$ cat config.mk
export PLATFORM = sky130hd
export DESIGN_NAME = ifrc_ctrl
export DESIGN_NICKNAME = d
export VERILOG_FILES = /design/src/rtl/core/ifrc_pkg.sv /design/src/rtl/core/ifrc_ctrl.sv
export SDC_FILE = /design/constraint.sdc
export NUM_CORES = 1
export LEC_CHECK = 0
export BUFFER_PORTS_ARGS = -buffer_cell sky130_fd_sc_hd__buf_2
export CORE_AREA = 2 2 39 41
export CTS_CLUSTER_SIZE = 25
export DETAILED_ROUTE_END_ITERATION = 16
export DIE_AREA = 0 0 41 43
export GPL_ROUTABILITY_DRIVEN = 0
export PLACE_DENSITY = 0.36
export SETUP_SLACK_MARGIN = 0.15
export SYNTH_ARGS = -nofsm -noshare
export SYNTH_HDL_FRONTEND = slang
export SYNTH_SLANG_ARGS = --single-unit
$ cat constraint.sdc
create_clock -name i_clk -period 2.6 [get_ports i_clk]
set_input_delay 0.26 -clock i_clk [delete_from_list [all_inputs] [get_ports i_clk]]
set_output_delay 0.26 -clock i_clk [all_outputs]
set_load 0.05 [all_outputs]
$ cat src/rtl/core/ifrc_pkg.sv
// Shared types and constants for the image flip, rotate and crop engine.
`timescale 1ns / 1ps

package ifrc_pkg;

    // Transform modes; the two codes above extract pass the frame through.
    typedef enum logic [2:0] {
        MODE_FLIP_H  = 3'd0,
        MODE_FLIP_V  = 3'd1,
        MODE_ROT_R   = 3'd2,
        MODE_ROT_L   = 3'd3,
        MODE_CROP    = 3'd4,
        MODE_EXTRACT = 3'd5
    } t_mode;

    // Configuration register indexes.
    typedef enum logic [2:0] {
        CFG_MODE         = 3'd0,
        CFG_FRAME_WIDTH  = 3'd1,
        CFG_FRAME_HEIGHT = 3'd2,
        CFG_CROP_LEFT    = 3'd3,
        CFG_CROP_TOP     = 3'd4,
        CFG_CROP_WIDTH   = 3'd5,
        CFG_CROP_HEIGHT  = 3'd6,
        CFG_CHANNEL_MASK = 3'd7
    } t_cfg_idx;

    typedef enum logic {
        KIND_STORE   = 1'b0,
        KIND_REQUEST = 1'b1
    } t_kind;

    typedef enum logic [2:0] {
        ST_IDLE,
        ST_WRITE,
        ST_CALC,
        ST_ADDR,
        ST_READ,
        ST_LOAD
    } t_state;

    localparam int CFG_DATA_W = 9;
    localparam int PIXEL_W    = 24;

    localparam int KEEP_BLUE_BIT  = 0;
    localparam int KEEP_GREEN_BIT = 1;
    localparam int KEEP_RED_BIT   = 2;

    typedef struct packed {
        logic [2:0] mode;
        logic [8:0] frame_width;
        logic [8:0] frame_height;
        logic [7:0] crop_left;
        logic [7:0] crop_top;
        logic [8:0] crop_width;
        logic [8:0] crop_height;
        logic [2:0] channel_mask;
    } t_cfg;

    localparam t_cfg CFG_RESET = '{
        mode:         3'd0,
        frame_width:  9'd256,
        frame_height: 9'd256,
        crop_left:    8'd0,
        crop_top:     8'd0,
        crop_width:   9'd1,
        crop_height:  9'd1,
        channel_mask: 3'd7
    };

    // Commands from the controller to the datapath.
    typedef struct packed {
        logic capture;
        logic store;
        logic calc;
        logic addr;
        logic read;
        logic load;
    } t_ctrl_cmd;

    // Status from the datapath to the controller.
    typedef struct packed {
        logic out_free;
    } t_ctrl_sts;

endpackage

$ cat src/rtl/core/ifrc_ctrl.sv
// Controller state machine that sequences store and request transactions.
`timescale 1ns / 1ps

module ifrc_ctrl (
    input  logic                  i_clk,
    input  logic                  i_rst_n,
    input  logic                  i_s_tvalid,
    input  logic                  i_kind,
    output logic                  o_s_tready,
    input  ifrc_pkg::t_ctrl_sts   i_sts,
    output ifrc_pkg::t_ctrl_cmd   o_cmd
);
    import ifrc_pkg::*;

    t_state r_state;
    t_state n_state;

    always_ff @(posedge i_clk) begin
        if (!i_rst_n) begin
            r_state <= ST_IDLE;
        end else begin
            r_state <= n_state;
        end
    end

    always_comb begin
        n_state    = r_state;
        o_cmd      = '0;
        o_s_tready = 1'b0;
        case (r_state)
            ST_IDLE: begin
                o_s_tready = 1'b1;
                if (i_s_tvalid) begin
                    o_cmd.capture = 1'b1;
                    n_state = (i_kind == KIND_REQUEST) ? ST_CALC : ST_WRITE;
                end
            end
            ST_WRITE: begin
                o_cmd.store = 1'b1;
                n_state     = ST_IDLE;
            end
            ST_CALC: begin
                o_cmd.calc = 1'b1;
                n_state    = ST_ADDR;
            end
            ST_ADDR: begin
                o_cmd.addr = 1'b1;
                n_state    = ST_READ;
            end
            ST_READ: begin
                o_cmd.read = 1'b1;
                n_state    = ST_LOAD;
            end
            ST_LOAD: begin
                // Wait until the output register can take the result.
                if (i_sts.out_free) begin
                    o_cmd.load = 1'b1;
                    n_state    = ST_IDLE;
                end
            end
            default: begin
                n_state = ST_IDLE;
            end
        endcase
    end

endmodule

-- Yosys cells after proc, flatten, opt, wreduce, memory -nomap -nowiden
Cells that the tools add are included.
Widths: inputs -> output; s select.
- muxes and demuxes: 13
- reductions and logical operators: 2
- equality and inequality tests: 7
- operator list (operator ; count):
    $pmux 3 s5 ; 1
    $mux 1 ; 9
    $eq 3x2->1 const B ; 2
    $eq 3x3->1 const B ; 2
    $mux 3 ; 2
    $ne 2x2->1 const B ; 2
    $eq 3x1->1 const B ; 1
    $logic_not 3->1 ; 1
    $mux 2 ; 1
    $reduce_and 2->1 ; 1
- word-level logic and storage cells: 23
- output and inout port bits: 7
- register bits after elaboration: 3
- input port bits: 5

-- Logic depth before layout (Yosys ltp)
- depth in word-level cells: 3
- depth in mapped cells: 4
- gate-level depth less buffers: 3

-- Least setup slack after synthesis
No wires, ideal clock.
- kind: reg2out
- start point: reg r_state[2]
- end point: out o_cmd[5] (netlist bit)
- required time: 2340 ps
- path buffers: 1
- arrival: 1673 ps
- slack: 667 ps
- stages on the path, launching flop included: 4
- cell sequence: dfxtp_1 -> clkbuf_2 -> nor3_2 -> and2_1
- RTL lines (item ; RTL line ; text):
    start: declaration ; ifrc_ctrl.sv:15 ; t_state r_state;
    start signal: assignment ; ifrc_ctrl.sv:22 ; r_state <= n_state;
    end: declaration ; ifrc_ctrl.sv:11 ; output ifrc_pkg::t_ctrl_cmd o_cmd

==> results.yml <==
placement:
  portBuffers: 11
  hpwlAfterDp_um: 355
  dp_cells: 50
  dpl-instance-area_um2: 250
die:
  core-area_um2: 1380
  initial_utilization_pct: 13.8
  ios: 12
  rows: 14
  die_w_um: 41
  die_area_um2: 1760
  die_h_um: 43
cells_and_area:
  largest-register: "r_state"
  n_antenna_cell: 0
  largestRegisters: "r_state x3"
  layout.nets: 44
  layout-drive-gt1-share_pct: 47.4
  largest_reg_flops: 3
  fin_cells: 54
  final_core_util_pct: 20.0
  final_cell_mix: "buf_2, nor2_1, nand2_1, clkbuf_4, dfxtp_1"
  mostFrequentLayoutCell: "buf_2"
  fin_area_um2: 277
  area_growth_syn_to_layout_pct: 44.4
logic_synthesis:
  synth_fp_nets: 30
  seq_area_frac_synth_pct: 31.4
  avgSynthCellArea_um2: 7.66
  ys_ff_latch: 3
  ys.warnings.count: 0
  synthCells: 25
  syn-cell-area_um2: 191
  yosysUniqueCellTypes: 17
power:
  power_leakage_nw: 0.128
  peakVddDrop_mv: 0.201
  power_density_nw_per_um2: 699
critical_path:
  critPathKind: "reg2out"
  critPathMaxFanout: 9
  crit_path_end_kind: "output port"
  startpoint_type: "flop"
  critical_path_arrival_ps: 1280
  worst_ep_required_time_ps: 2340
timing:
  max_slew_margin_pct: 77.4
  worstMarginPinSlew_ps: 339
  max_freq_mhz: 650
  min_period_ps: 1540
  fin_skew_ps: 9.45
  fin_crit_sh_pct: 59.1
  finalHoldWorstSlack_ps: 256
  hold_viol: 0
  slew_violations: 0
  finalSetupTns_ps: 0
  rsz0062_at_grt: "false"
  setup_violations: 0
routing:
  drt_wl_total_um: 504
  via_count: 204
  wire_per_inst_um: 9.33
  vias_per_cell: 3.78
  drc: 0
  first_pass_iters: 4
  antenna_left: 0
  drtIter0Drc: 6
clock_network:
  clk_latency_ps: 240
  cts_tree: "yes"
  clk_pin_slew_ps: 40
  postCtsSetupBuffers: 0
  cts_resized: 0
  cts_made_buffers: 3
  htree_levels: 1
  cts_root_buf: "clkbuf_4"
  ctsHoldBuffers: 0
  clock-sinks: 3
  clockBufferDepth: 2
status:
  status: "finished, final reports clean"
global_route:
  antenna_found_initial: 0
  grt_max_degree: 10
  grt_pass1_wl_um: 759
  gr-total-overflow: 0
  grt_usage_pct: 7.13
  grt_pass1_vias: 184
min_path:
  hold_path.class: "in2reg"
flow_run:
  drv_cap: 0
-- metal layers --
layer / vias to the layer above / GRT usage (%) / part of all wire, %
met5: - / 0 / 0
met4: 0 / 10.0 / 0
met3: 0 / 3.14 / 7.5
met2: 6 / 7.50 / 46
met1: 86 / 8.36 / 46
li1: 112 / - / -
-- synth_stat cells (all sizes together) --
| master | count | area [um2] |
|---|---|---|
| nor2 | 5 | 18.8 |
| dfxtp | 3 | 60.1 |
| nand2 | 3 | 11.3 |
| a21oi | 2 | 13.8 |
| nor3 | 2 | 15.0 |
| a221oi | 1 | 8.76 |
| and2 | 1 | 6.26 |
| buf | 1 | 11.3 |
| clkbuf | 1 | 5.00 |
| inv | 1 | 3.75 |
| nand2b | 1 | 8.76 |
| nand3 | 1 | 5.00 |
| nor3b | 1 | 7.51 |
| nor4b | 1 | 8.76 |
| o21a | 1 | 7.51 |
-- cell families (layout without fill, tap and decap cells) --
group	Yosys count	after routing	synth area share [%]
AND/OR/NAND/NOR	15	15	42.5
AO/OA/AOI/OAI	4	4	15.7
flip-flops	3	3	31.4
buffers and inverters	3	16	10.5
-- through the flow --
step	total power, mW	setup slack (ps)
floorplan	0.0977	667
global placement	0.109	1310
detailed placement	0.108	1330
CTS	0.197	1060
global route	0.206	1000
finish	0.193	1060
-- critical path, stage by stage, from the launching register on --
cell and delay (ps):
dfxtp_1 510, nand2_1 90, nor2_1 140, buf_2 290
-- final cells by class --
type / instances / area [um2]
Clock buffer: 4 / 26.3
Fill cell: 164 / 1110
Inverter: 1 / 3.75
Multi-Input combinational cell: 19 / 111
Sequential cell: 3 / 60.1
Tap cell: 16 / 20.0
Timing Repair Buffer: 11 / 55.1
-- power by group --
group	switching, mW	internal, mW
clock	0.0283	0.0578
combinational	0.0363	0.0147
sequential	0.00701	0.0492
total	0.0716	0.122
-- worst paths after layout --
kind	end	cells past startpoint	slack, ps	start
worst min-delay path	r_state[2]	2	260	i_rst_n
worst max register to register	r_state[0]	3	1530	r_state[0]
worst min register to register	r_state[1]	1	650	r_state[2]
worst max-delay path	o_cmd[2]	3	1060	r_state[0]
No activity file was read; power rests on OpenSTA's default activity.
